## src/rtl/bhm_pkg.sv

```systemverilog
`timescale 1ns / 1ps

package bhm_pkg;

   localparam int MAX_BUCKETS = 256;
   localparam int MAX_CELLS   = 8;
   localparam int BKT_W       = $clog2(MAX_BUCKETS);
   localparam int CELL_W      = $clog2(MAX_CELLS);
   localparam int ADDR_W      = BKT_W + CELL_W;
   localparam int CELL_DEPTH  = MAX_BUCKETS * MAX_CELLS;
   localparam int BC_W        = 9;
   localparam int FILL_W      = 4;
   localparam int HASH_W      = 32;
   localparam int VAL_W       = 64;
   localparam int DIGITS      = 4;   // dividend bits retired per cycle
   localparam int MOD_STEPS   = HASH_W / DIGITS;
   localparam int STEP_W      = $clog2(MOD_STEPS);

   typedef enum logic [1:0] {
      ST_OK        = 2'd0,
      ST_NOT_FOUND = 2'd1,
      ST_FULL      = 2'd2
   } status_type;

   typedef enum logic [0:0] {
      CSR_START_BUCKETS = 1'b0,
      CSR_CELLS         = 1'b1
   } csr_index_type;

   typedef enum logic [3:0] {
      S_IDLE,
      S_MOD,
      S_FILL,
      S_LCMP,
      S_GRD,
      S_GFILL,
      S_GCELL,
      S_GMOD,
      S_GEND,
      S_GHI,
      S_DONE
   } state_type;

   typedef struct packed {
      logic              start;
      logic [HASH_W-1:0] dividend;
      logic [BC_W-1:0]   divisor;
   } mod_req_type;

   typedef struct packed {
      logic            done;
      logic [BC_W-1:0] rem;
   } mod_rsp_type;

endpackage

```

## src/rtl/bhm_mod_unit.sv

```systemverilog
`timescale 1ns / 1ps

module bhm_mod_unit (
   input  logic                 clock,
   input  logic                 reset,
   input  bhm_pkg::mod_req_type mod_req,
   output bhm_pkg::mod_rsp_type mod_rsp
);

   logic                        busy_ff, busy_in;
   logic                        done_ff, done_in;
   logic [bhm_pkg::STEP_W-1:0]  cnt_ff, cnt_in;
   logic [bhm_pkg::HASH_W-1:0]  dvd_ff, dvd_in;
   logic [bhm_pkg::BC_W-1:0]    div_ff, div_in;
   logic [bhm_pkg::BC_W:0]      rem_ff, rem_in;

   always_comb begin
      logic [bhm_pkg::BC_W:0]     r;
      logic [bhm_pkg::HASH_W-1:0] q;
      r = rem_ff;
      q = dvd_ff;
      // restoring remainder, DIGITS bits per cycle
      for (int k = 0; k < bhm_pkg::DIGITS; k++) begin
         r = {r[bhm_pkg::BC_W-1:0], q[bhm_pkg::HASH_W-1]};
         q = {q[bhm_pkg::HASH_W-2:0], 1'b0};
         if (r >= {1'b0, div_ff}) begin
            r = r - {1'b0, div_ff};
         end
      end
      busy_in = busy_ff;
      done_in = 1'b0;
      cnt_in  = cnt_ff;
      dvd_in  = dvd_ff;
      div_in  = div_ff;
      rem_in  = rem_ff;
      if (mod_req.start) begin
         busy_in = 1'b1;
         cnt_in  = '0;
         dvd_in  = mod_req.dividend;
         div_in  = mod_req.divisor;
         rem_in  = '0;
      end else if (busy_ff) begin
         dvd_in = q;
         rem_in = r;
         cnt_in = cnt_ff + 1'b1;
         if (cnt_ff == bhm_pkg::STEP_W'(bhm_pkg::MOD_STEPS - 1)) begin
            busy_in = 1'b0;
            done_in = 1'b1;
         end
      end
   end

   always_ff @(posedge clock) begin
      if (reset) begin
         busy_ff <= 1'b0;
         done_ff <= 1'b0;
         cnt_ff  <= '0;
      end else begin
         busy_ff <= busy_in;
         done_ff <= done_in;
         cnt_ff  <= cnt_in;
      end
      dvd_ff <= dvd_in;
      div_ff <= div_in;
      rem_ff <= rem_in;
   end

   assign mod_rsp.done = done_ff;
   assign mod_rsp.rem  = rem_ff[bhm_pkg::BC_W-1:0];

   a_start_idle: assert property (@(posedge clock) disable iff (reset)
      mod_req.start |-> !busy_ff)
      else $error("modulo started while busy");

   a_rem_below_div: assert property (@(posedge clock) disable iff (reset)
      done_ff |-> (rem_ff < {1'b0, div_ff}))
      else $error("remainder not below divisor");

endmodule

```

## config.mk

```make
export PLATFORM = sky130hd
export DESIGN_NAME = bhm_mod_unit
export DESIGN_NICKNAME = d
export VERILOG_FILES = /design/src/rtl/bhm_pkg.sv /design/src/rtl/bhm_mod_unit.sv
export SDC_FILE = /design/constraint.sdc
export NUM_CORES = 1
export LEC_CHECK = 0
export BUFFER_PORTS_ARGS = -buffer_cell sky130_fd_sc_hd__buf_4
export CORE_MARGIN = 4
export CORE_UTILIZATION = 25
export DETAILED_ROUTE_END_ITERATION = 6
export SYNTH_ARGS = -nofsm -noshare
export SYNTH_HDL_FRONTEND = slang
export SYNTH_SLANG_ARGS = --single-unit
```

## constraint.sdc

```tcl
create_clock -name clock -period 8.55 [get_ports clock]
set_input_delay 1.71 -clock clock [delete_from_list [all_inputs] [get_ports clock]]
set_output_delay 1.71 -clock clock [all_outputs]
set_load 0.03 [all_outputs]
```

==> flow_summary.yaml, run 1 <==
timing:
  hold_viol: 0
  maxSlewViolCount: 0
  tightest_slew_ns: 0.9635
  rsz0062_at_grt: "no"
  finalCriticalPeriod_ns: 8.055
  fin_crit_sh_pct: 94.21
  slew_headroom_pct: 35.68
  fmax_mhz: 124.1
  finalSetupViolations: 0
  finalClockSkew_ns: 0.01488
  tns_ns: 0
grt:
  grt_max_degree: 58
  grt.busiest_layer: "met2"
  antenna_found_initial: 0
  track_usage_pct: 10.86
  first_global_vias: 3098
  grt_pass1_wl_um: 15630
  overflow: 0
  gr-usage-met3_pct: 4.210
  use_met2_pct: 17.98
  use_met1_pct: 13.06
floorplan:
  ioPinCount: 54
  die_y_um: 134.8
  rows: 46
  core_region_area_sq_mm: 0.01583
  initial_core_util_pct: 25.38
  die_w_um: 134.8
  die_area_sq_mm: 0.01816
drt:
  routed_via_density: 4.668
  drc_errors: 0
  wl_per_cell_um: 14.89
  dr.first_iter.drc_count: 161
  drtPass1Iterations: 4
  ant_nets: 0
  wl_um: 9815
  via_count: 3076
cts:
  insertion_delay_ns: 0.30
  cts-root-buf: "clkbuf_16"
  numClockSinks: 55
  htree_levels: 2
  clk_pin_slew_ns: 0.08
  cts_buffer_depth: 2
  cts.hold.buffers_added: 0
  cts_buffers: 5
  cts_tree: "built"
worst_setup_path:
  worstPathRequired_ns: 8.78
  crit_path_top_delay_cell: "edfxtp_1"
  critPathTopFamily: "compound AO/OA/AOI/OAI gates"
  critPathBufInv: 5
  cp_max_fo: 6
  critPathKind: "register to register"
  slowest_delay_ns: 0.39
  cpMostUsedCell: "ha_1"
  endpoint_kind: "register"
  cp_data_arrival_time_ns: 8.28
  cp-start-kind: "register"
place:
  place_hpwl_um: 7570
  port_buffers: 53
  routabilityCongestion: 0.8891
logic_synthesis:
  synth_cell_type_count: 47
  synth_cells: 378
  synth-seq-area-share_pct: 37.63
  yosys_warnings: 0
  syn_area_sq_mm: 0.004016
  synth-edff-count: 41
  ys_seq_elements: 55
  avgSynthCellArea_sq_um: 10.63
  async_reset_ff_share_pct: 0
  synth_nets: 464
  ys.flop_type: "edfxtp_1"
finish:
  syn2layout_area_growth_pct: 23.43
  drive_gt1_share_pct: 30.02
  nets: 528
  utilization_pct: 31.32
  antenna_cells: 0
job:
  maxCapViolations: 0
worst_hold_path:
  hp-class: "register to register"
run_status:
  status: "finished, final reports clean"
==> state kept, by name, summed over array words and instances, names as in the netlist <==
name	flops
dvd_ff	32
div_ff	9
busy_ff	1
done_ff	1
cnt_ff	3
rem_ff	9
==> cells by family after synthesis <==
kind of cell               count (synthesis)  share of synthesized area, %
DFF                                       55                         37.63
adders and majority gates                 42                         13.83
buffers and inverters                     36                         3.582
AOI/OAI and AO/OA                         87                         15.11
and+or+nand+nor                           80                         9.751
xor gates and xnor gates                  24                         5.234
muxes                                     54                         14.86
==> layout by cell type (no fill, tap or decap), types with 2 or more instances in the layout <==
cell,count
a211oi_2,2
nor2b_1,4
nand2_1,6
a211oi_1,11
o21ai_0,11
buf_4,69
a21o_1,8
mux2_2,41
o21bai_1,4
and2_1,6
clkinv_4,2
nor3_1,10
clkbuf_16,5
inv_1,24
o211ai_1,5
nor2_1,32
a211o_1,2
fa_1,3
o21a_1,3
edfxtp_1,41
o31ai_1,2
nand4_1,7
a21oi_1,23
or2_2,2
dfxtp_1,14
ha_1,38
nand2b_1,7
mux2i_1,12
o41ai_1,2
xor2_1,8
xnor2_1,16
==> worst reg2reg max path, delay by kind of cell (launching register included) <==
| kind | cells | cell delay (ns) |
|---|---|---|
| compound gates | 16 | 3.56 |
| simple gates | 4 | 0.52 |
| mux | 4 | 1.27 |
| fa+ha+maj | 5 | 1.52 |
| flops | 1 | 0.39 |
| buf+inv | 5 | 0.72 |
==> Yosys cell counts (3+ instances only) <==
cell type  count  area share [%]
ha_1          38              12
mux2_2        41              11
a21o_1         8             1.5
and2_1         6            0.93
clkbuf_1       9            0.84
o21bai_1       4            0.75
fa_1           4             2.0
nand2b_1       7             1.1
nor2_1        33             3.1
nor2b_1        4            0.62
o41ai_1        3            0.65
a21oi_1       23             2.9
a211oi_1      12             2.2
o21a_1         3            0.56
xor2_1         8             1.7
nand2_1        6            0.56
nand4_1        7             1.1
nor3_1        10             1.2
mux2i_1       12             3.0
o211ai_1       5            0.93
o21ai_0       12             1.5
edfxtp_1      41              31
dfxtp_1       14             7.0
inv_1         24             2.2
xnor2_1       16             3.5
==> area by class of cell <==
class | count | area, sq um
Fill cell | 1622 | 10870
Multi-Input combinational cell | 287 | 2414
Inverter | 24 | 90.09
Clock buffer | 5 | 125.1
Tap cell | 216 | 270.3
Timing Repair Buffer | 69 | 518.0
Clock inverter | 3 | 28.78
Sequential cell | 55 | 1511
==> what timing repair did <==
| item | in CTS | in global routing |
|---|---|---|
| gates resized for setup | 0 | 11 |
| setup endpoints to repair | 2 | 9 |
| setup buffers | 1 | 3 |
| pin swaps | 1 | 5 |
| endpoints found under the hold margin | 0 | 0 |
==> worst paths after layout <==
path,start,endpoint,slack [ns],depth (start not counted)
hold reg to reg,cnt_ff[0],cnt_ff[0],0.54,2
setup / recovery,dvd_ff[31],rem_ff[0],0.49,34
setup reg to reg,dvd_ff[31],rem_ff[0],0.49,34
hold / removal,cnt_ff[0],cnt_ff[0],0.54,2
==> per-layer routing <==
| metal | vias up | wire length, um |
|---|---|---|
| met5 | - | 0 |
| met1 | 1463 | 4231 |
| met2 | 73 | 4649 |
| li1 | 1526 | - |
| met4 | 0 | 210 |
| met3 | 14 | 723 |
==> per-stage QoR <==
step,std cells,instance area (sq um),hold slack (ns),setup WS (ns)
floorplan,378,4016,0.4970,0.5022
global placement,647,4721,0.5090,0.1247
CTS,656,4882,0.5433,0.003755
finish,659,4957,0.5372,0.4950
detailed placement,647,4721,0.5265,0.005422
global route,659,4957,0.5612,0.03168
Power of run 1 is not shown: default switching activity piles up to over one toggle a cycle in this logic, so the estimate is an artifact.
==> run 2, diff against run 1 <==
RECOVER_POWER = 100   (was default)
==> run 2 against run 1 <==
The flow now finishes with violations (max-capacitance violations, max-slew violations). Die area stayed put. Clock skew about the same. Wire length grew 0.21%.
==> flow_summary.yaml, run 2 (synthesized netlist as in run 1, its figures left out) <==
place:
  routabilityCongestion: 0.8891
  port_buffers: 53
  place_hpwl_um: 7570
worst_hold_path:
  hp-class: "register to register"
drt:
  dr.first_iter.drc_count: 178
  drc_errors: 0
  via_count: 3058
  wl_per_cell_um: 14.93
  ant_nets: 0
  routed_via_density: 4.640
  drtPass1Iterations: 4
  wl_um: 9836
floorplan:
  core_region_area_sq_mm: 0.01583
  initial_core_util_pct: 25.38
  ioPinCount: 54
  die_y_um: 134.8
  die_w_um: 134.8
  die_area_sq_mm: 0.01816
  rows: 46
finish:
  drive_gt1_share_pct: 27.31
  layout_commonest_cell: "buf_4"
  largest_reg_flops: 32
  reg.largest.list: "dvd_ff: 32 flops, div_ff: 9 flops, rem_ff: 9 flops"
  regMostFlops: "dvd_ff"
  nets: 528
  syn2layout_area_growth_pct: 22.46
  num-fill-cells: 1628
  antenna_cells: 0
  final_cell_mix: "buf_4 (50), mux2_2 (41), edfxtp_1 (41), ha_1 (38), nor2_1 (32)"
  multi_input_area_sq_mm: 0.002412
  final-seq-area_sq_mm: 0.001511
  utilization_pct: 31.08
timing:
  hold_viol: 0
  finalClockSkew_ns: 0.01471
  slew_headroom_pct: -48.74
  maxSlewViolCount: 33
  finalSetupViolations: 0
  rsz0062_at_grt: "no"
  fin_crit_sh_pct: 94.14
  tightest_slew_ns: 2.231
  tns_ns: 0
  finalCriticalPeriod_ns: 8.049
  fmax_mhz: 124.2
worst_setup_path:
  cpMostUsedCell: "ha_1"
  cp_data_arrival_time_ns: 8.28
  critPathTopFamily: "compound AO/OA/AOI/OAI gates"
  cp-start-kind: "register"
  worstPathRequired_ns: 8.78
  critPathKind: "register to register"
  slowest_delay_ns: 0.39
  cp_max_fo: 6
  endpoint_kind: "register"
  crit_path_top_delay_cell: "edfxtp_1"
  critPathBufInv: 5
grt:
  overflow: 0
  first_global_vias: 3098
  grt_pass1_wl_um: 15630
  track_usage_pct: 10.86
  antenna_found_initial: 0
  grt_max_degree: 58
cts:
  cts.hold.buffers_added: 0
  clk_pin_slew_ns: 0.08
  cts_buffer_depth: 2
  insertion_delay_ns: 0.30
  cts_buffers: 5
  htree_levels: 2
  cts-root-buf: "clkbuf_16"
  numClockSinks: 55
  cts_tree: "built"
run_status:
  failed_checks: "max-capacitance violations, max-slew violations"
  status: "complete, but fails checks"
job:
  maxCapViolations: 1
## run 2: cell types whose count changed in the layout (fill, tap and decap cells not counted), sizes merged
cell | before | now
clkbuf | 5 | 24
buf | 69 | 50
## run 2: worst paths after layout
path	start	end	slack [ns]	depth (start not counted)
max	dvd_ff[31]	rem_ff[0]	0.50	34
min	cnt_ff[0]	cnt_ff[0]	0.54	2
max reg2reg	dvd_ff[31]	rem_ff[0]	0.50	34
min reg2reg	cnt_ff[0]	cnt_ff[0]	0.54	2
## run 2: cell type report
| class | count | share of cell area [%] |
|---|---|---|
| well taps | 216 | 5.495 |
| inverters | 24 | 1.832 |
| repair buffers | 69 | 9.769 |
| multi-input cells | 287 | 49.05 |
| clock inverters | 3 | 0.5851 |
| flip-flops and latches | 55 | 30.73 |
| clock buffers | 5 | 2.544 |
## run 2: metrics by stage
step / hold WS [ns] / area [sq um] / instances / worst slack, ns
2_1_floorplan: 0.4970 / 4016 / 378 / 0.5022
3_3_place_gp: 0.5090 / 4721 / 647 / 0.1247
3_5_place_dp: 0.5265 / 4721 / 647 / 0.005422
4_1_cts: 0.5433 / 4882 / 656 / 0.003755
5_1_grt: 0.5612 / 4918 / 659 / 0.006924
6_report: 0.5373 / 4918 / 659 / 0.5012
## run 2: worst reg2reg max path: cells and delay by family (launching register included)
family,cells,cell delay [ns]
AND/OR/NAND/NOR,4,0.52
buffers and inverters,5,0.72
AO/OA/AOI/OAI,16,3.56
adder cells (fa/ha/maj),5,1.51
flip-flops,1,0.39
multiplexers,4,1.27
## run 2: per-layer routing
metal / global-route usage [%] / up-vias / part of all wire (%)
met2: 17.98 / 81 / 47
met1: 13.06 / 1435 / 43
met5: 0 / - / 0
met3: 4.210 / 14 / 8.0
met4: 3.281 / 0 / 2.1
li1: - / 1528 / -
## run 2: timing repair
item | 4_1_cts | 5_1_grt
setup buffers | 1 | 3
pin swaps | 1 | 5
setup endpoints to repair | 2 | 9
resized for setup | 0 | 11
endpoints found under the hold margin | 0 | 0
Power of run 2 is left out for the same reason.
==> run 3, diff against run 2 <==
PLACE_DENSITY_LB_ADDON = 0.3   (was default)
==> run 3 against run 2 <==
The run still ends with max-capacitance violations, max-slew violations left. Via count fell by 0.49%. Die area did not move. Cell count decreased by 0.61%. Critical path depth is the same. Sequential share of layout area is 0.078 points higher. Core utilization decreased by 0.079 points. Critical path type unchanged. Global-route usage rose by 0.32 points. Maximum frequency is 0.29% lower. First-iteration DRC count is 35% lower. Wire length rose by 2.4%. Highest routed layer unchanged. Worst hold slack worse by 0.011 ns.
==> flow_summary.yaml, run 3 (synthesized netlist as in run 1, its figures left out) <==
run_status:
  status: "complete, but fails checks"
  failed_checks: "max-capacitance violations, max-slew violations"
finish:
  num-fill-cells: 1640
  regMostFlops: "dvd_ff"
  syn2layout_area_growth_pct: 22.15
  antenna_cells: 0
  drive_gt1_share_pct: 27.11
  largest_reg_flops: 32
  layout_commonest_cell: "buf_4"
  nets: 524
  final-seq-area_sq_mm: 0.001511
  utilization_pct: 31.00
  reg.largest.list: "dvd_ff: 32 flops, div_ff: 9 flops, rem_ff: 9 flops"
  multi_input_area_sq_mm: 0.002432
  final_cell_mix: "buf_4 (45), edfxtp_1 (41), mux2_2 (40), ha_1 (38), nor2_1 (32)"
floorplan:
  core_region_area_sq_mm: 0.01583
  rows: 46
  die_y_um: 134.8
  die_w_um: 134.8
  ioPinCount: 54
  die_area_sq_mm: 0.01816
  initial_core_util_pct: 25.38
grt:
  track_usage_pct: 11.17
  overflow: 0
  grt_pass1_wl_um: 16010
  antenna_found_initial: 0
  first_global_vias: 3173
  grt_max_degree: 58
drt:
  via_count: 3043
  drc_errors: 0
  ant_nets: 0
  wl_um: 10070
  routed_via_density: 4.646
  dr.first_iter.drc_count: 116
  wl_per_cell_um: 15.38
  drtPass1Iterations: 4
timing:
  finalClockSkew_ns: 0.002802
  tightest_slew_ns: 2.358
  hold_viol: 0
  finalSetupViolations: 0
  fmax_mhz: 123.9
  slew_headroom_pct: -57.19
  finalCriticalPeriod_ns: 8.072
  maxSlewViolCount: 33
  whs_ns: 0.5262
  fin_crit_sh_pct: 94.41
worst_setup_path:
  cp-start-kind: "register"
  slowest_delay_ns: 0.42
  critPathTopFamily: "compound AO/OA/AOI/OAI gates"
  cp_data_arrival_time_ns: 8.29
  cp_max_fo: 14
  critPathBufInv: 5
  critPathKind: "register to register"
  worstPathRequired_ns: 8.76
  crit_path_top_delay_cell: "a2111o_1"
  endpoint_kind: "register"
  cpMostUsedCell: "ha_1"
cts:
  cts-root-buf: "clkbuf_16"
  clk_pin_slew_ns: 0.07
  cts_tree: "built"
  insertion_delay_ns: 0.30
  cts_buffers: 5
  numClockSinks: 55
  cts_buffer_depth: 2
  cts.hold.buffers_added: 0
  htree_levels: 2
place:
  routabilityCongestion: 0.8882
  place_hpwl_um: 7933
  port_buffers: 53
worst_hold_path:
  hp-class: "register to register"
job:
  maxCapViolations: 1
## run 3: path summary, 6_finish.rpt
check,from,end,cells past startpoint,slack (ns)
worst max-delay path,dvd_ff[31],rem_ff[1],34,0.48
worst max register to register,dvd_ff[31],rem_ff[1],34,0.48
worst min register to register,rem_ff[8],rem_ff[8],2,0.53
worst min-delay path,rem_ff[8],rem_ff[8],2,0.53
## run 3: layout make-up
class	count	area share, %
multi-input cells	287	49.58
clock inverters	2	0.2550
flip-flops and latches	55	30.81
clock buffers	6	2.831
well taps	216	5.509
inverters	24	1.836
repair buffers	65	9.181
## run 3: repair_timing
action / CTS / global route
endpoints found under the setup margin: 8 / 9
pin swaps: 1 / 3
setup buffers: 3 / 0
resized for setup: 1 / 13
## run 3: layer usage
metal  track usage [%]  wire length [um]  vias to the layer above
met4             3.394               172                        0
met5                 0                 0                        -
met3             2.757               499                       13
met1             13.91              4494                     1440
li1                  -                 -                     1534
met2             19.12              4904                       56
## run 3: metrics by stage
step | worst slack [ns] | std cells | TNS [ns] | cell area (sq um)
6_report | 0.4781 | 655 | 0 | 4906
4_1_cts | 0.09452 | 655 | 0 | 4875
3_5_place_dp | -0.1395 | 644 | -0.7469 | 4698
2_1_floorplan | 0.5022 | 378 | 0 | 4016
3_3_place_gp | 0.02624 | 644 | 0 | 4698
5_1_grt | -0.001025 | 655 | -0.001868 | 4906
## run 3: worst reg2reg max path, delay by kind of cell (launching register included)
| kind | cells | cell delay, ns |
|---|---|---|
| AOI/OAI and AO/OA | 16 | 3.59 |
| adders and majority gates | 5 | 1.55 |
| buffers and inverters | 5 | 0.79 |
| DFF | 1 | 0.39 |
| muxes | 4 | 1.20 |
| and+or+nand+nor | 4 | 0.48 |
Power of run 3 is left out for the same reason.
